===== config.mk =====
export PLATFORM = sky130hd
export DESIGN_NAME = frequency_count_max_heap_flat
export DESIGN_NICKNAME = d
export VERILOG_FILES = /design/src/rtl/core/fcmh_pkg.sv /design/src/rtl/core/fcmh_if.sv /design/src/rtl/core/fcmh_store.sv /design/src/rtl/core/fcmh_seq.sv /design/src/rtl/core/frequency_count_max_heap.sv /design/src/flat_wrapper.sv
export SDC_FILE = /design/constraint.sdc
export NUM_CORES = 1
export LEC_CHECK = 0
export BUFFER_PORTS_ARGS = -buffer_cell sky130_fd_sc_hd__buf_2
export CORE_MARGIN = 5
export CORE_UTILIZATION = 62
export CTS_CLUSTER_SIZE = 12
export DETAILED_ROUTE_END_ITERATION = 12
export PLACE_DENSITY = 0.8
export SETUP_SLACK_MARGIN = 0.5
export SYNTH_ARGS = -nofsm -noshare
export SYNTH_HDL_FRONTEND = slang
export SYNTH_SLANG_ARGS = --single-unit

===== constraint.sdc =====
create_clock -name clk -period 7.4 [get_ports clk]
set_input_delay 1.11 -clock clk [delete_from_list [all_inputs] [get_ports clk]]
set_output_delay 1.11 -clock clk [all_outputs]
set_load 0.05 [all_outputs]

===== src/rtl/core/fcmh_pkg.sv =====
// Shared types, constants and helpers for the frequency-count max-heap.
package fcmh_pkg;

	localparam int CAPACITY = 8;
	localparam int KEY_BITS = 32;
	localparam int KEY_W    = 32;
	localparam int COUNT_W  = 16;
	localparam int SIZE_W   = 4;
	localparam int IDX_W    = $clog2(CAPACITY);
	localparam int TOTAL_W  = $clog2(CAPACITY + 1);

	typedef logic [KEY_BITS-1:0] key_t;
	typedef logic [COUNT_W-1:0]  count_t;
	typedef logic [IDX_W-1:0]    idx_t;
	typedef logic [TOTAL_W-1:0]  total_t;

	typedef enum logic [1:0] {
		ST_NEW  = 2'd0,
		ST_INC  = 2'd1,
		ST_NULL = 2'd2,
		ST_FULL = 2'd3
	} status_t;

	typedef struct packed {
		key_t   key;
		count_t count;
	} entry_t;

	typedef struct packed {
		logic   we;
		idx_t   waddr;
		entry_t wdata;
		logic   re;
		idx_t   raddr;
	} mem_req_t;

	typedef struct packed {
		logic    done;
		status_t status;
		total_t  total;
	} seq_res_t;

	function automatic idx_t parent_of(idx_t p);
		return idx_t'(p - idx_t'(1)) >> 1;
	endfunction

	function automatic key_t to_key(logic [KEY_W-1:0] k);
		return key_t'(k);
	endfunction

endpackage


===== src/rtl/core/fcmh_if.sv =====
// Valid/ready channel interfaces for request and result beats.
interface fcmh_req_if;
	import fcmh_pkg::*;
	logic             valid;
	logic             ready;
	logic             key_present;
	logic [KEY_W-1:0] location_key;

	modport source (output valid, output key_present, output location_key, input ready);
	modport sink   (input valid, input key_present, input location_key, output ready);
endinterface

interface fcmh_rsp_if;
	import fcmh_pkg::*;
	logic               valid;
	logic               ready;
	logic [1:0]         status;
	logic [SIZE_W-1:0]  heap_size;
	logic [KEY_W-1:0]   top_key;
	logic [COUNT_W-1:0] top_count;

	modport source (output valid, output status, output heap_size, output top_key,
		output top_count, input ready);
	modport sink   (input valid, input status, input heap_size, input top_key,
		input top_count, output ready);
endinterface


===== src/rtl/core/fcmh_store.sv =====
// Heap entry memory with one write and one registered read port, plus a root copy.
module fcmh_store (
	input  logic              clk,
	input  fcmh_pkg::mem_req_t mreq,
	output fcmh_pkg::entry_t  rdata,
	output fcmh_pkg::entry_t  root
);
	import fcmh_pkg::*;

	entry_t mem_q [CAPACITY];
	entry_t rdata_q;
	entry_t root_q;

	always_ff @(posedge clk) begin
		if (mreq.we) begin
			mem_q[mreq.waddr] <= mreq.wdata;
		end
		if (mreq.re) begin
			rdata_q <= mem_q[mreq.raddr];
		end
	end

	always_ff @(posedge clk) begin
		if (mreq.we && mreq.waddr == idx_t'(0)) begin
			root_q <= mreq.wdata;
		end
	end

	assign rdata = rdata_q;
	assign root  = root_q;

endmodule


===== src/rtl/core/fcmh_seq.sv =====
// Sequencer: linear key search and sift-up through the shared compare and memory port.
module fcmh_seq (
	input  logic                       clk,
	input  logic                       arst_n,
	input  logic                       req_valid,
	output logic                       req_ready,
	input  logic                       key_present,
	input  logic [fcmh_pkg::KEY_W-1:0] location_key,
	input  logic                       out_free,
	input  fcmh_pkg::entry_t           rdata,
	output fcmh_pkg::mem_req_t         mreq,
	output fcmh_pkg::seq_res_t         res
);
	import fcmh_pkg::*;

	typedef enum logic [4:0] {
		S_IDLE   = 5'b00001,
		S_SEARCH = 5'b00010,
		S_CMP    = 5'b00100,
		S_FIN    = 5'b01000,
		S_DONE   = 5'b10000
	} state_t;

	state_t  state_q, state_d;
	key_t    key_q, key_d;
	idx_t    idx_q, idx_d;
	idx_t    pos_q, pos_d;
	entry_t  cur_q, cur_d;
	total_t  total_q, total_d;
	status_t status_q, status_d;
	logic    sift_go;
	idx_t    sift_pos;
	idx_t    up;

	assign up        = parent_of(pos_q);
	assign req_ready = (state_q == S_IDLE);

	always_comb begin
		state_d  = state_q;
		key_d    = key_q;
		idx_d    = idx_q;
		pos_d    = pos_q;
		cur_d    = cur_q;
		total_d  = total_q;
		status_d = status_q;
		sift_go  = 1'b0;
		sift_pos = pos_q;
		mreq     = '0;
		res      = '0;
		unique case (state_q)
			S_IDLE: begin
				if (req_valid) begin
					key_d = to_key(location_key);
					if (!key_present) begin
						status_d = ST_NULL;
						state_d  = S_DONE;
					end else if (total_q == total_t'(0)) begin
						cur_d    = '{key: to_key(location_key), count: count_t'(1)};
						total_d  = total_q + total_t'(1);
						status_d = ST_NEW;
						sift_go  = 1'b1;
						sift_pos = idx_t'(0);
					end else begin
						mreq.re    = 1'b1;
						mreq.raddr = idx_t'(0);
						idx_d      = idx_t'(0);
						state_d    = S_SEARCH;
					end
				end
			end
			S_SEARCH: begin
				if (rdata.key == key_q) begin
					cur_d.key   = rdata.key;
					cur_d.count = (rdata.count == '1) ? rdata.count
						: rdata.count + count_t'(1);
					status_d    = ST_INC;
					sift_go     = 1'b1;
					sift_pos    = idx_q;
				end else if (total_t'(idx_q) + total_t'(1) == total_q) begin
					if (total_q == total_t'(CAPACITY)) begin
						status_d = ST_FULL;
						state_d  = S_DONE;
					end else begin
						cur_d    = '{key: key_q, count: count_t'(1)};
						total_d  = total_q + total_t'(1);
						status_d = ST_NEW;
						sift_go  = 1'b1;
						sift_pos = idx_t'(total_q);
					end
				end else begin
					idx_d      = idx_q + idx_t'(1);
					mreq.re    = 1'b1;
					mreq.raddr = idx_q + idx_t'(1);
				end
			end
			S_CMP: begin
				if (rdata.count >= cur_q.count) begin
					state_d = S_FIN;
				end else begin
					mreq.we    = 1'b1;
					mreq.waddr = pos_q;
					mreq.wdata = rdata;
					pos_d      = up;
					if (up == idx_t'(0)) begin
						state_d = S_FIN;
					end else begin
						mreq.re    = 1'b1;
						mreq.raddr = parent_of(up);
					end
				end
			end
			S_FIN: begin
				mreq.we    = 1'b1;
				mreq.waddr = pos_q;
				mreq.wdata = cur_q;
				state_d    = S_DONE;
			end
			S_DONE: begin
				if (out_free) begin
					res.done = 1'b1;
					state_d  = S_IDLE;
				end
			end
			default: begin
				state_d = S_IDLE;
			end
		endcase
		if (sift_go) begin
			pos_d = sift_pos;
			if (sift_pos == idx_t'(0)) begin
				state_d = S_FIN;
			end else begin
				mreq.re    = 1'b1;
				mreq.raddr = parent_of(sift_pos);
				state_d    = S_CMP;
			end
		end
		res.status = status_q;
		res.total  = total_q;
	end

	always_ff @(posedge clk or negedge arst_n) begin
		if (!arst_n) begin
			state_q <= S_IDLE;
			total_q <= '0;
		end else begin
			state_q <= state_d;
			total_q <= total_d;
		end
	end

	always_ff @(posedge clk) begin
		key_q    <= key_d;
		idx_q    <= idx_d;
		pos_q    <= pos_d;
		cur_q    <= cur_d;
		status_q <= status_d;
	end

`ifndef NO_ASSERTIONS
	a_total_bound: assert property (@(posedge clk) disable iff (!arst_n)
		total_q <= total_t'(CAPACITY))
		else $error("entry total above capacity");
	a_done_free: assert property (@(posedge clk) disable iff (!arst_n)
		res.done |-> out_free)
		else $error("result issued while output register busy");
	a_cmp_not_root: assert property (@(posedge clk) disable iff (!arst_n)
		(state_q == S_CMP) |-> (pos_q != idx_t'(0)))
		else $error("sift compare at root");
	a_total_step: assert property (@(posedge clk) disable iff (!arst_n)
		(total_q != $past(total_q)) |-> (total_q == $past(total_q) + total_t'(1)))
		else $error("entry total moved by more than one");
`endif

endmodule


===== src/rtl/core/frequency_count_max_heap.sv =====
// Top level of the frequency-count max-heap with its result register.
//
//  channel | dir | beat payload
//  req     | in  | key_present, location_key
//  rsp     | out | status, heap_size, top_key, top_count
//
// A present key in a non-empty heap is searched linearly at one entry per cycle
// through the single memory read port; a hit or new entry then takes one compare per
// sift-up level and a final write, and every request ends by loading the result register.
// Reset clears the sequencer and entry total; entries are rewritten before use.
// A new request is taken while a result still waits in the result register;
// the sequencer stalls at its end only if that register is still occupied.
module frequency_count_max_heap (
	input  logic              clk,
	input  logic              arst_n,
	fcmh_req_if.sink          req,
	fcmh_rsp_if.source        rsp
);
	import fcmh_pkg::*;

	mem_req_t mreq;
	entry_t   rdata;
	entry_t   root;
	seq_res_t res;
	logic     out_free;

	logic               out_valid_q;
	logic [1:0]         status_q;
	logic [SIZE_W-1:0]  size_q;
	logic [KEY_W-1:0]   top_key_q;
	logic [COUNT_W-1:0] top_count_q;

	assign out_free = !out_valid_q || rsp.ready;

	fcmh_seq u_seq (
		.clk          (clk),
		.arst_n       (arst_n),
		.req_valid    (req.valid),
		.req_ready    (req.ready),
		.key_present  (req.key_present),
		.location_key (req.location_key),
		.out_free     (out_free),
		.rdata        (rdata),
		.mreq         (mreq),
		.res          (res)
	);

	fcmh_store u_store (
		.clk   (clk),
		.mreq  (mreq),
		.rdata (rdata),
		.root  (root)
	);

	always_ff @(posedge clk or negedge arst_n) begin
		if (!arst_n) begin
			out_valid_q <= 1'b0;
		end else if (res.done) begin
			out_valid_q <= 1'b1;
		end else if (rsp.ready) begin
			out_valid_q <= 1'b0;
		end
	end

	always_ff @(posedge clk) begin
		if (res.done) begin
			status_q <= res.status;
			size_q   <= SIZE_W'(res.total);
			if (res.total == total_t'(0)) begin
				top_key_q   <= '0;
				top_count_q <= '0;
			end else begin
				top_key_q   <= KEY_W'(root.key);
				top_count_q <= root.count;
			end
		end
	end

	assign rsp.valid     = out_valid_q;
	assign rsp.status    = status_q;
	assign rsp.heap_size = size_q;
	assign rsp.top_key   = top_key_q;
	assign rsp.top_count = top_count_q;

endmodule


===== src/flat_wrapper.sv =====
// flat-port wrapper written by rule: the top's interface ports become plain ports
module frequency_count_max_heap_flat import fcmh_pkg::*;
  (clk, arst_n, req_valid, req_key_present, req_location_key, req_ready, rsp_valid, rsp_status, rsp_heap_size, rsp_top_key, rsp_top_count, rsp_ready);
  fcmh_req_if req_i ();
  fcmh_rsp_if rsp_i ();
  input  logic clk;
  input  logic arst_n;
  input wire logic [$bits(req_i.valid)-1:0] req_valid;
  input wire logic [$bits(req_i.key_present)-1:0] req_key_present;
  input wire logic [$bits(req_i.location_key)-1:0] req_location_key;
  output wire logic [$bits(req_i.ready)-1:0] req_ready;
  output wire logic [$bits(rsp_i.valid)-1:0] rsp_valid;
  output wire logic [$bits(rsp_i.status)-1:0] rsp_status;
  output wire logic [$bits(rsp_i.heap_size)-1:0] rsp_heap_size;
  output wire logic [$bits(rsp_i.top_key)-1:0] rsp_top_key;
  output wire logic [$bits(rsp_i.top_count)-1:0] rsp_top_count;
  input wire logic [$bits(rsp_i.ready)-1:0] rsp_ready;
  assign req_i.valid = req_valid;
  assign req_i.key_present = req_key_present;
  assign req_i.location_key = req_location_key;
  assign req_ready = req_i.ready;
  assign rsp_valid = rsp_i.valid;
  assign rsp_status = rsp_i.status;
  assign rsp_heap_size = rsp_i.heap_size;
  assign rsp_top_key = rsp_i.top_key;
  assign rsp_top_count = rsp_i.top_count;
  assign rsp_i.ready = rsp_ready;
  frequency_count_max_heap u_core (.clk(clk), .arst_n(arst_n), .req(req_i), .rsp(rsp_i));
endmodule

# After elaboration in Yosys (flattened, before gate mapping)
# Memories as Yosys holds them, arrays and structs flattened. A register that Yosys moved wholly into a read port is not among the register bits.
# Index checks and enable logic that the tools add are counted.
[op_classes]
magnitude_cmp = 1
addsub = 7
n_eq_ne = 28
muxes = 74
n_reduce_logical = 17
[ops]
columns = ["operator", "count"]
rows = [
  ["two-way mux 48 bit", 6],
  ["case mux 52 bit (2 select lines)", 1],
  ["case mux 48 bit (2 select lines)", 1],
  ["two-way mux 4 bit", 15],
  ["two-way mux 56 bit", 1],
  ["two-way mux 5 bit", 10],
  ["two-way mux 3 bit", 14],
  ["equality test 32 bit", 1],
  ["case mux 5 bit (5 select lines)", 1],
  ["adder 16 x 1 -> 16 bit, second input constant", 1],
  ["equality test 16 bit, second input constant", 1],
  ["greater-or-equal comparator 16 bit", 1],
  ["two-way mux 16 bit", 1],
  ["!= test 2 bit, second input constant", 8],
  ["!= test 3 bit, second input constant", 5],
  ["AND reduction 7 bit", 2],
  ["two-way mux 1 bit", 12],
  ["two-way mux 2 bit", 6],
  ["case mux 3 bit (2 select lines)", 2],
  ["case mux 4 bit (3 select lines)", 1],
  ["AND reduction 6 bit", 2],
  ["zero test 3 bit", 3],
  ["!= test 3 x 2 -> 1 bit, second input constant", 3],
  ["!= test 4 bit, second input constant", 2],
  ["23 further kinds", 27],
]
[word_totals]
n_memories = 1
ramBits = 384
reg_bits = 200
[mem_list]
columns = ["name", "words", "width", "rd", "rd_clocked_by_memory_dff", "wr", "line_no", "rtl"]
rows = [
  ["u_core.u_store.mem_q", 8, 48, 1, 1, 1, "fcmh_store.sv:10", "entry_t mem_q [CAPACITY];"],
]

# Depth between registers and ports, before layout
# Gate-level depths: netlist (run 1).
[depth]
ltp_word = 8
depth_mapped = 18
depth_no_buf = 15

# Cells and area by module
# A second synthesis (run 1) with hierarchy kept.
[unflattened]
hier_cells = 1333
area_unflattened_um2 = 25220.4
[modules_own_cells]
columns = ["mod", "n_inst", "cells_each", "area_per_inst_um2"]
rows = [
  ["fcmh_store", 1, 665, 17546.8],
  ["fcmh_seq", 1, 557, 5669.2],
  ["frequency_count_max_heap", 1, 111, 2004.4],
]

# Least setup slack after synthesis (run 1)
# No wires, ideal clock.
[synth_path]
kind = "register to register"
startpoint = "register u_core.u_seq.state_q[4]"
endpoint = "register, netlist name u_core.u_store.rdata[10]"
arrival_ps = 6484
synth_period_minus_slack_ps = 6761
path_slack_ps = 639
stages_incl_launch_ff = 17
path_cell_list = "dfrtp_1 > nor3_1 > and3b_1 > clkbuf_1 > nand2_1 > o21a_2 > a21oi_1 > inv_1 > a21oi_1 > ha_1 > ha_1 > a2111oi_4 > nor2_1 > buf_6 > clkbuf_1 > o311ai_0 > a32oi_1"
[synth_via]
elab_chain_len = 5
elab_cells_between_ends = 10
classes_between = "add/sub: 1; eq/ne: 3; mux: 5; reduce/logical: 1"
[synth_lines]
columns = ["item", "line_no", "rtl"]
rows = [
  ["start, declared", "fcmh_seq.sv:24", "state_t state_q, state_d;"],
  ["start signal, assigned", "fcmh_seq.sv:147", "state_q <= state_d;"],
  ["equality test 5 x 1 -> 1 bit (*)", "n/a", ""],
  ["net req_ready", "flat_wrapper.sv:11", "output wire logic [$bits(req_i.ready)-1:0] req_ready;"],
  ["case mux 3 bit (2 select lines)", "fcmh_seq.sv:50", "unique case (state_q)"],
  ["subtractor 3 x 1 -> 3 bit / zero test 3 bit (equally long branches)", "fcmh_pkg.sv:44, fcmh_seq.sv:130", ""],
  ["two-way mux 4 bit", "fcmh_seq.sv:130", "if (sift_pos == idx_t'(0)) begin"],
  ["two-way mux 4 bit (*)", "fcmh_seq.sv:128", "if (sift_go) begin"],
]
# The timed path passes the listed nets; every way through them passes the cells marked *.
# A chain may end at the register's enable or synchronous reset.

# Final worst setup path (run 1)
[layout_path]
startpoint = "register u_core.u_seq.idx_q[0]"
endpoint = "register, netlist name u_core.u_store.rdata[33]"
[layout_via]
elab_chain_len = 8
elab_cells_between_ends = 16
classes_between = "add/sub: 3; eq/ne: 1; mux: 11; reduce/logical: 1"
[layout_lines]
columns = ["item", "line_no", "rtl"]
rows = [
  ["start, declared", "fcmh_seq.sv:26", "idx_t idx_q, idx_d;"],
  ["start signal, assigned", "fcmh_seq.sv:154", "idx_q <= idx_d;"],
  ["adder 3 x 1 -> 4 bit", "fcmh_seq.sv:79", "end else if (total_t'(idx_q) + total_t'(1) == total_q) begin"],
  ["equality test 4 bit", "fcmh_seq.sv:79", ""],
  ["two-way mux 3 bit", "fcmh_seq.sv:79", ""],
  ["two-way mux 3 bit", "fcmh_seq.sv:72", "if (rdata.key == key_q) begin"],
  ["case mux 3 bit (2 select lines)", "fcmh_seq.sv:50", ""],
  ["subtractor 3 x 1 -> 3 bit / zero test 3 bit (equally long branches)", "fcmh_pkg.sv:44, fcmh_seq.sv:130", ""],
  ["two-way mux 4 bit", "fcmh_seq.sv:130", ""],
  ["two-way mux 4 bit (*)", "fcmh_seq.sv:128", ""],
]
# Every way passes the cells marked *; elsewhere a longest branch is shown, timed or not.

==> impl.org, run 1 <==
** CTS
- TritonCTS built the clock tree.
- Worst skew pair latency :: 0.62 ns
- Clock sink total :: 632
- H-tree depth :: 2
- After clock tree synthesis, the clock-pin slew on the worst setup and hold paths is 0.06 ns.
- The clock passes through at most 3 buffers.
- The number of clock buffers added by TritonCTS is between 60 and 70.
- CTS placed an instance of sky130_fd_sc_hd__clkbuf_16 at the clock tree root.
- Number of cells upsized or downsized after cts :: 0
- Hold repair after CTS inserted 0 buffers.
- Number of buffers added for setup after CTS :: 0

** Worst setup path
- The slowest stage of the critical path belongs to the cell sky130_fd_sc_hd__a2111oi_4.
- Cell repeated most along the worst path :: sky130_fd_sc_hd__ha_1
- The worst setup path is captured at a flop.
- Buffers plus inverters on the worst setup path :: 1
- Arrival @ worst endpoint :: 5.94 ns
- Crit path kind :: reg2reg
- Broken down by cell family, the worst path's largest delay share belongs to compound AO/OA/AOI/OAI gates.
- Along the worst path, the maximum fanout reaches 62.
- The largest single stage delay on the critical path is 0.72 ns.
- Worst Setup Start Kind :: flop
- Cell breakdown of the critical path :: ha_1 -> xnor2_2 -> xnor2_2 -> nor3_4 -> nand2_2 -> mux2i_1 -> mux2i_1 -> a2bb2oi_1 -> ha_1 -> ha_1 -> a2111oi_4 -> a21o_4 -> buf_4 -> mux2_4 -> nor3_2
- CP required :: ~8 ns

** Outcome
- Outcome :: complete, no violations

** Global route
- Number of antenna violations at the first check in global routing :: 0
- Entering global routing, the biggest net connects 77 pins.
- Vias in the first global route :: roughly 15k
- Global route total overflow :: 0
- Global routing used 26.6% of the available tracks across all layers.
- The first global-routing pass estimated 91,000 µm of wire.

** Drt
- For this run, the detailed router's first-pass iteration total came to 6.
- Via count :: 15.2k
- Number of routed nets with antenna violations :: 0
- In the routed layout, each cell is associated on average with a via count of ~6.8.
- For this block, the routed nets add up to approximately 60,000 µm of wire.
- Routed length per instance :: 26.8 µm
- Post-detailed-route DRC marker count :: 0
- The detailed router finished its first iteration with about 1.8k violations.

** Pwr
- Switching part of the total power :: about a third
- For this design the total switching power over the nets is 3210 µW.
- In this run the power density over the cells is 359 nW/µm².
- Cell internal power was estimated by the tool at 6890 µW.
- Sequential power share :: 48.1%
- Peak supply drop :: ~0.00029 V
- Pleak :: 0.00958 µW
- Combinational cells account for 24.7% of the total power.
- Clock power frac :: roughly 27%

** Synthesis
- Most instantiated flip-flop cell in the synthesis netlist :: sky130_fd_sc_hd__edfxtp_1
- Of all flip-flops after synthesis, the portion carrying an async set or reset was 1.58%.
- The number of different library cells used by synthesis comes to 65.
- Post-synth EDFFs :: 622
- Post-synth design cell area :: 25,500 µm²
- Number of warnings printed during yosys synthesis :: 0
- In this run the mean area of a mapped cell was 15.9 µm².
- For this run, the register share of the synthesized area comes to between 70% and 80%.
- Flop and latch count out of synthesis :: 632
- Synthesized netlist cell count :: 1,609
- When the netlist entered floorplanning its net count stood at roughly 1.7k.

** STA
- Setup repair after global routing missed its margin :: no
- Clock period minus final worst setup slack :: approximately 5.5 ns
- Count of endpoints failing setup in the final report :: 0
- Total Negative Setup Slacks :: 0 ns
- Ratio of final minimum period to clock period :: 73.9%
- The total count of hold-check failures in the final report was 0.
- The worst pin sits at a relative slew slack of about a tenth.
- On the final layout, the worst clock skew is between 0.015 and 0.02 ns.
- The count of final max-slew check failures is 0.
- Worst Tran Pin Value :: around 1.3 ns
- Static timing analysis puts the maximum clock frequency at 183 MHz.

** Die
- Row generation in the floorplan step produced 74 rows.
- The die is between 200 and 250 µm tall.
- Pin placement for this block handled 93 I/O pins.
- After floorplanning, the core was sized to cover 40,700 µm².
- Die span in x :: approximately 210 µm
- The initial utilization of the core area, before any placement, comes to 62.6%.
- The die covers roughly 45,000 µm².

** Final layout
- Non-filler instance count after layout :: 2,241
- Nets :: ~1.7k
- Syn-to-layout area delta :: 10.4%
- The repair_antennas step left the layout with diodes totalling 0.
- Layout cells sized above 1 :: 14.2%

** Placed design
- Including well taps, the total number of placed cells is roughly 2.1k.
- At the end of routability-driven placement, the weighted congestion stood at 0.837.
- Count of port buffers added during placement :: 92
- The wire-length estimate of the detail-placed layout is roughly 32,000 µm.

** Min path
- The worst hold path belongs to the class in2async.

** Job
- Across the run, the number of max-cap violations was 0.
==> state kept, by name, summed over array words and instances (netlist names), 5 cells and up <==
signal	count
u_core.u_store.mem_q	384
u_core.u_seq.key_q	32
u_core.rsp.top_count	16
u_core.u_store.rdata	48
u_core.u_seq.state_q	5
u_core.u_store.root	48
u_core.u_seq.cur_q	48
u_core.rsp.top_key	32
==> layout make-up <==
type                    count  area, µm²
flip-flops and latches    632      18900
fillers                  2610      12600
multi-input cells         827       6020
clock buffers              84       1660
repair buffers            121        703
well taps                 532        666
inverters                  37        139
clock inverters             8       41.3
==> cell usage after synthesis, types with 10 or more instances <==
library cell,n,area share (%)
sky130_fd_sc_hd__o311ai_1,26,0.89
sky130_fd_sc_hd__nand2_1,189,2.8
sky130_fd_sc_hd__mux2i_1,15,0.59
sky130_fd_sc_hd__a32oi_1,38,1.3
sky130_fd_sc_hd__a22o_1,48,1.6
sky130_fd_sc_hd__o311ai_0,50,1.7
sky130_fd_sc_hd__a211oi_1,25,0.74
sky130_fd_sc_hd__nor3_1,13,0.26
sky130_fd_sc_hd__nor3_2,10,0.39
sky130_fd_sc_hd__o21ai_0,26,0.51
sky130_fd_sc_hd__buf_2,18,0.35
sky130_fd_sc_hd__clkbuf_1,78,1.1
sky130_fd_sc_hd__o32a_1,76,3.0
sky130_fd_sc_hd__and2_1,50,1.2
sky130_fd_sc_hd__nor2_1,49,0.72
sky130_fd_sc_hd__nand4_1,15,0.37
sky130_fd_sc_hd__ha_1,23,1.1
sky130_fd_sc_hd__a21oi_1,16,0.31
sky130_fd_sc_hd__xnor2_1,39,1.3
sky130_fd_sc_hd__nand3_1,14,0.27
sky130_fd_sc_hd__inv_1,37,0.54
sky130_fd_sc_hd__edfxtp_1,622,73
sky130_fd_sc_hd__o32ai_1,20,0.69
==> through the flow <==
| step | cell area [µm²] | util (%) | setup WS, ns | total power, µW | hold WS, ns |
|---|---|---|---|---|---|
| 6_report | 28100 | 69.1 | 1.93 | 10100 | 0.350 |
| 5_1_grt | 28100 | 69.1 | 1.65 | 10500 | 0.356 |
| 4_1_cts | 28100 | 69.1 | 1.95 | 10100 | 0.325 |
| 3_5_place_dp | 26500 | 64.9 | 2.02 | 7380 | 0.406 |
| 3_3_place_gp | 26500 | 64.9 | 2.03 | 7300 | 0.404 |
| 2_1_floorplan | 25500 | - | 0.639 | 6620 | 0.400 |
==> cell families after synthesis <==
family,share of synthesized area [%]
DFF,74.2
and+or+nand+nor,7.20
AOI/OAI and AO/OA,11.9
buffers and inverters,2.66
xor gates and xnor gates,1.74
muxes,1.16
adders and majority gates,1.13
==> path summary, 6_finish.rpt <==
kind,depth (start not counted),start,end,slack (ns)
setup / recovery,15,u_core.u_seq.idx_q[0],u_core.u_store.rdata[33],1.93
hold reg to reg,0,u_core.u_seq.status_q[1],u_core.rsp.status[1],0.42
max in group asynchronous,1,arst_n,u_core.u_seq.state_q[0],6.79
setup reg to reg,15,u_core.u_seq.idx_q[0],u_core.u_store.rdata[33],1.93
min in group clk,0,u_core.u_seq.status_q[1],u_core.rsp.status[1],0.42
hold / removal,1,arst_n,u_core.u_seq.state_q[3],0.35
==> per-layer routing <==
| metal | global-route usage, % | wire length (µm) | share of wire [%] |
|---|---|---|---|
| met5 | 0 | 0 | 0 |
| met4 | 9.34 | 1720 | 2.9 |
| met3 | 4.70 | 6220 | 10 |
| met2 | 41.8 | 28500 | 47 |
| met1 | 38.4 | 23700 | 39 |
==> cell usage in the layout, fill, tap and decap left out, types with 8 or more instances in the layout <==
| master | instances |
|---|---|
| sky130_fd_sc_hd__xnor2_1 | 39 |
| sky130_fd_sc_hd__a32oi_1 | 38 |
| sky130_fd_sc_hd__and2_1 | 50 |
| sky130_fd_sc_hd__a21oi_1 | 15 |
| sky130_fd_sc_hd__inv_1 | 37 |
| sky130_fd_sc_hd__nand3_1 | 13 |
| sky130_fd_sc_hd__a22o_1 | 48 |
| sky130_fd_sc_hd__mux2i_1 | 15 |
| sky130_fd_sc_hd__dfrtp_1 | 9 |
| sky130_fd_sc_hd__o311ai_1 | 26 |
| sky130_fd_sc_hd__xor2_1 | 8 |
| sky130_fd_sc_hd__clkbuf_1 | 21 |
| sky130_fd_sc_hd__o21ai_0 | 26 |
| sky130_fd_sc_hd__nand2_1 | 189 |
| sky130_fd_sc_hd__nand4_1 | 15 |
| sky130_fd_sc_hd__buf_4 | 27 |
| sky130_fd_sc_hd__nor2_1 | 46 |
| sky130_fd_sc_hd__clkbuf_16 | 63 |
| sky130_fd_sc_hd__mux2_4 | 9 |
| sky130_fd_sc_hd__a211oi_1 | 25 |
| sky130_fd_sc_hd__o311ai_0 | 50 |
| sky130_fd_sc_hd__o32a_1 | 76 |
| sky130_fd_sc_hd__nor3_2 | 17 |
| sky130_fd_sc_hd__o32ai_1 | 20 |
| sky130_fd_sc_hd__buf_2 | 92 |
| sky130_fd_sc_hd__edfxtp_1 | 622 |
| sky130_fd_sc_hd__ha_1 | 23 |
==> power groups by stage <==
| stage | combinational (µW) | sequential [µW] | clock, µW |
|---|---|---|---|
| 3_5_place_dp | 2470 | 4910 | 0 |
| 3_3_place_gp | 2400 | 4900 | 0 |
| 6_report | 2500 | 4860 | 2750 |
| 2_1_floorplan | 1630 | 4990 | 0 |
| 4_1_cts | 2490 | 4850 | 2770 |
| 5_1_grt | 2680 | 4890 | 2930 |
(Power assumes the default switching activity.)
==> run 2, diff against run 1 <==
ABC_AREA = 1   (was unset)
CORE_UTILIZATION = 56   (was 62)
PLACE_DENSITY = 0.76   (was 0.8)
clock period = 4.47 ns   (was 7.4 ns; I/O delays follow)
==> impl.org, run 2 <==
** Final layout
- In the layout the commonest cells are 622 x sky130_fd_sc_hd__edfxtp_1, 573 x sky130_fd_sc_hd__nand2_1, 507 x sky130_fd_sc_hd__inv_1.
- Total area of multi-input combinational cells :: 6510 µm² (+8.3%)
- The sequential cell area came to 18,900 µm² (unchanged).
- Layout cells sized above 1 :: 10.4% (-3.8 points)
- The final-stage net count is 2,773 (+59%).
- Layout Cell Area excl Fill :: 31,400 µm² (+12%)
- The area growth from synthesis to layout is 13.1%.
- Antenna cell count :: 0 (unchanged)
- u_core.u_store.mem_q holds more flip-flops than any other register.
- Number of fill cells :: 3,614 (+38%)
- Number of flip-flops under the largest register name :: 384 (unchanged)
- The library cell used most frequently in the layout, excluding fill and tap cells, is sky130_fd_sc_hd__edfxtp_1.

** Pwr
- The internal power consumption was 12,000 µW (+75%).
- Share of total power in combinational logic :: 28.6% (+3.9 points)
- The sequential share of power came to 44.0% (-4.1 points).
- Pleak :: 0.0135 µW (+41%)
- Switching part of the total power :: 34.0% (+2.2 points)
- Power density cells :: 579 nW/µm² (+61%)
- Peak supply drop :: 0.000366 V (+27%)
- The switching component of the power is 6180 µW (+93%).
- Clock power frac :: 27.3% (about the same)

** Worst setup path
- The worst setup path is launched from a flop.
- STA classifies the critical path endpoint as a flop.
- The critical path is of the reg2reg type.
- CP required :: 4.92 ns (-2.95 ns)
- Arrival @ worst endpoint :: 4.30 ns (-1.64 ns)
- The largest fanout on the critical path was 24 (-61%).

** Synthesis
- Proportion of netlist area held by the largest area contributor :: 67.2% (-6.0 points)
- Cell taking the most area after synthesis :: sky130_fd_sc_hd__edfxtp_1
- The synthesized area per cell came to 10.7 µm² (-33%).
- The number of enable flip-flop cells after synthesis came to 622 (unchanged).
- The post-synthesis register bit count was 632 (unchanged).
- The cell area after synthesis came to 27,800 µm² (+9.0%).
- The synthesized net count came to 2,665 (+60%).
- The number of distinct library cells after synthesis was 41 (-37%).
- Count leader, synth :: sky130_fd_sc_hd__edfxtp_1
- Synthesized netlist cell count :: 2,605 (+62%)
- Portion of the post-synthesis area used by sequential elements :: 68.1% (-6.1 points)
- FFs w/ async S/R, synth :: 1.58% (unchanged)
- The synthesis warning total came to 0 (unchanged).
- Sorting the synthesized cells by area gives the leading types as sky130_fd_sc_hd__edfxtp_1 67%, sky130_fd_sc_hd__nand3_1 8.1%, sky130_fd_sc_hd__nand2_1 7.8%, sky130_fd_sc_hd__inv_1 6.9%, sky130_fd_sc_hd__nor2_1 1.4%.
- Synth cell count leaders :: 622 x sky130_fd_sc_hd__edfxtp_1, 575 x sky130_fd_sc_hd__nand2_1, 511 x sky130_fd_sc_hd__inv_1
- In the synthesized netlist the dominant register cell turns out to be sky130_fd_sc_hd__edfxtp_1.

** STA
- Final Hold Fails :: 0 (unchanged)
- Final-report max-slew violation count :: 0 (unchanged)
- The post-layout minimum cycle time is 3.85 ns (-1.62 ns).
- The maximum clock frequency was 260 MHz (+42%).
- Setup repair after global routing missed its margin :: no
- The worst-margin pin slew is 1.23 ns (-0.115 ns).
- The worst-case headroom to the max-slew limit is 17.5% (+7.7 points).
- Ratio of final minimum period to clock period :: 86.1% (+12 points)
- Largest clock skew in the final design :: 0.0274 ns (+0.0107 ns)
- Count of endpoints failing setup in the final report :: 0 (unchanged)
- The post-route setup TNS came to 0 ns (unchanged).

** Drt
- The detailed-router iteration count before antenna repair was 6 (unchanged).
- The via-per-instance ratio came to 5.67 (-16%).
- The violation count after the first detailed-routing iteration was 2,498 (+41%).
- Routed length per instance :: 20.6 µm (-23%)
- The final wirelength is 70,100 µm (+17%).
- The number of nets with antenna violations after routing came to 0 (unchanged).
- The remaining design rule violation count is 0 (unchanged).
- The total via count in the routed design came to 19.3k (+27%).

** CTS
- Worst skew pair latency :: 0.60 ns (-0.02 ns)
- The number of buffers on the longest clock path is 3 (unchanged).
- Clock Root Buffer :: sky130_fd_sc_hd__clkbuf_16
- TritonCTS built the clock tree.
- The TritonCTS buffer count came to 66 (+8.2%).
- The CTS sink count was 632 (unchanged).
- The number of levels the H-tree was split into is 3 (+1).
- The clock transition time at the flip-flop clock pins of the worst setup and hold paths is 0.06 ns (about the same).

** Die
- Core outline area :: 49,100 µm² (+20%)
- The overall die width came to 233 µm (+9.4%).
- The area enclosed by the die boundary was 54,200 µm² (+20%).
- The floorplan die height is 233 µm (+9.4%).
- Starting density of the core :: 56.7% (-5.9 points)
- IO Count :: 93 (unchanged)
- The row count came to 81 (+9.5%).

** Outcome
- The run finished with clean final reports.

** Global route
- The total global routing overflow came to 0 (unchanged).
- Vias in the first global route :: 19.3k (+27%)
- Number of antenna violations at the first check in global routing :: 1 (+1)
- The overall fraction of global-route tracks in use is 25.6% (-1.0 points).
- Wire length of the first global-routing pass :: 107,000 µm (+17%)
- The maximum number of pins on one net before global-route repair is 97 (+26%).

** Min path
- Hold Path Class :: in2reg

** Placed design
- The final weighted congestion in routability-driven placement is 0.931 (+11%).
- Count of port buffers added during placement :: 92 (unchanged)
- HPWL Detailed :: 38,200 µm (+20%)
- Area after detailed placement :: 29,300 µm² (+11%)

** Job
- Maximum capacitance violations :: 0 (unchanged)
run 2: changes by cell type after synthesis, sizes merged, moves of 35 or more:
cell and delta:
buf +35, o311ai -76, a22o -48, inv +487
nand2 +386, a32oi -38, o32a -76, nor2 +58
and2 -49, nand3 +440
run 2: cell families after synthesis:
family                     count (synthesis)  synth area share (%)
AOI/OAI and AO/OA                        111                  2.64
buffers and inverters                    647                  9.12
adders and majority gates                 23                  1.04
and+or+nand+nor                         1159                  18.0
DFF                                      632                  68.1
xor gates and xnor gates                  33                  1.07
run 2: through the flow:
| stage | util, % | power, µW | setup slack (ns) | cells | hold WS, ns |
|---|---|---|---|---|---|
| after global placement | 59.6 | 12800 | 0.345 | 3292 | 0.408 |
| final | 64.1 | 18200 | 0.621 | 3407 | 0.267 |
| after CTS | 63.7 | 18000 | 0.522 | 3396 | 0.239 |
| after floorplan | - | 11400 | 0.277 | 2605 | 0.375 |
| after detailed placement | 59.6 | 12900 | 0.158 | 3292 | 0.405 |
| after global routing | 64.1 | 19100 | 0.501 | 3407 | 0.251 |
run 2: repair_timing:
action / 4_1_cts / 5_1_grt
hold buffers: 1 / 0
pin swaps: 1 / 5
endpoints found under the setup margin: 48 / 85
buffers inserted: 3 / 7
gates cloned: 2 / 4
gates resized for setup: 4 / 12
endpoints found under the hold margin: 9 / 0
run 2: critical path, stage by stage, from the launching register on:
cell and delay (ns):
sky130_fd_sc_hd__edfxtp_1 0.41, sky130_fd_sc_hd__xnor2_1 0.21, sky130_fd_sc_hd__nand2_1 0.09, sky130_fd_sc_hd__nor2_1 0.19, sky130_fd_sc_hd__nand2_1 0.17, sky130_fd_sc_hd__nor2_4 0.17, sky130_fd_sc_hd__nand2_1 0.13, sky130_fd_sc_hd__buf_4 0.20
sky130_fd_sc_hd__nand3_1 0.09, sky130_fd_sc_hd__o2111ai_1 0.10, sky130_fd_sc_hd__nand2_1 0.10, sky130_fd_sc_hd__inv_1 0.05, sky130_fd_sc_hd__ha_1 0.19, sky130_fd_sc_hd__ha_1 0.19, sky130_fd_sc_hd__inv_1 0.15, sky130_fd_sc_hd__nand3_2 0.14
sky130_fd_sc_hd__buf_4 0.20, sky130_fd_sc_hd__o21ai_4 0.17, sky130_fd_sc_hd__buf_12 0.16, sky130_fd_sc_hd__buf_12 0.19, sky130_fd_sc_hd__nand3_1 0.10, sky130_fd_sc_hd__nand2_1 0.09, sky130_fd_sc_hd__nand2_1 0.07, sky130_fd_sc_hd__nand2_1 0.13
run 2: path summary, 6_finish.rpt:
kind / startpoint / slack, ns / depth (start not counted) / endpoint
max: u_core.u_store.rdata[30] / 0.62 / 23 / u_core.u_store.rdata[0]
min: req_location_key[23] / 0.27 / 1 / u_core.u_seq.key_q[23]
max reg2reg: u_core.u_store.rdata[30] / 0.62 / 23 / u_core.u_store.rdata[0]
min reg2reg: u_core.u_seq.status_q[1] / 0.42 / 0 / u_core.rsp.status[1]
max in group asynchronous: arst_n / 3.73 / 2 / u_core.u_seq.state_q[0]
min in group asynchronous: arst_n / 0.48 / 2 / u_core.u_seq.state_q[2]
run 2: power groups by stage:
stage	clock network (µW)	logic, µW	registers [µW]
after CTS	5030	4960	8010
after floorplan	0	3170	8190
after global routing	5280	5700	8080
after detailed placement	0	4810	8130
after global placement	0	4660	8090
final	4980	5220	8020
run 2: layout make-up:
class / instances / share of cell area, %
multi-input combinational: 1328 / 20.7
clock buffer: 82 / 5.51
sequential: 632 / 60.2
tap: 664 / 2.64
timing repair buffer: 160 / 4.21
clock inverter: 16 / 0.434
inverter: 525 / 6.29
run 2: per-layer routing:
metal	vias up	wire length, µm	track usage (%)	share of wire (%)
li1	8789	-	-	-
met1	9189	26300	34.0	38
met2	1170	33900	42.0	48
met3	167	7710	5.03	11
met4	2	2150	10.0	3.1
met5	-	13	0	0.019
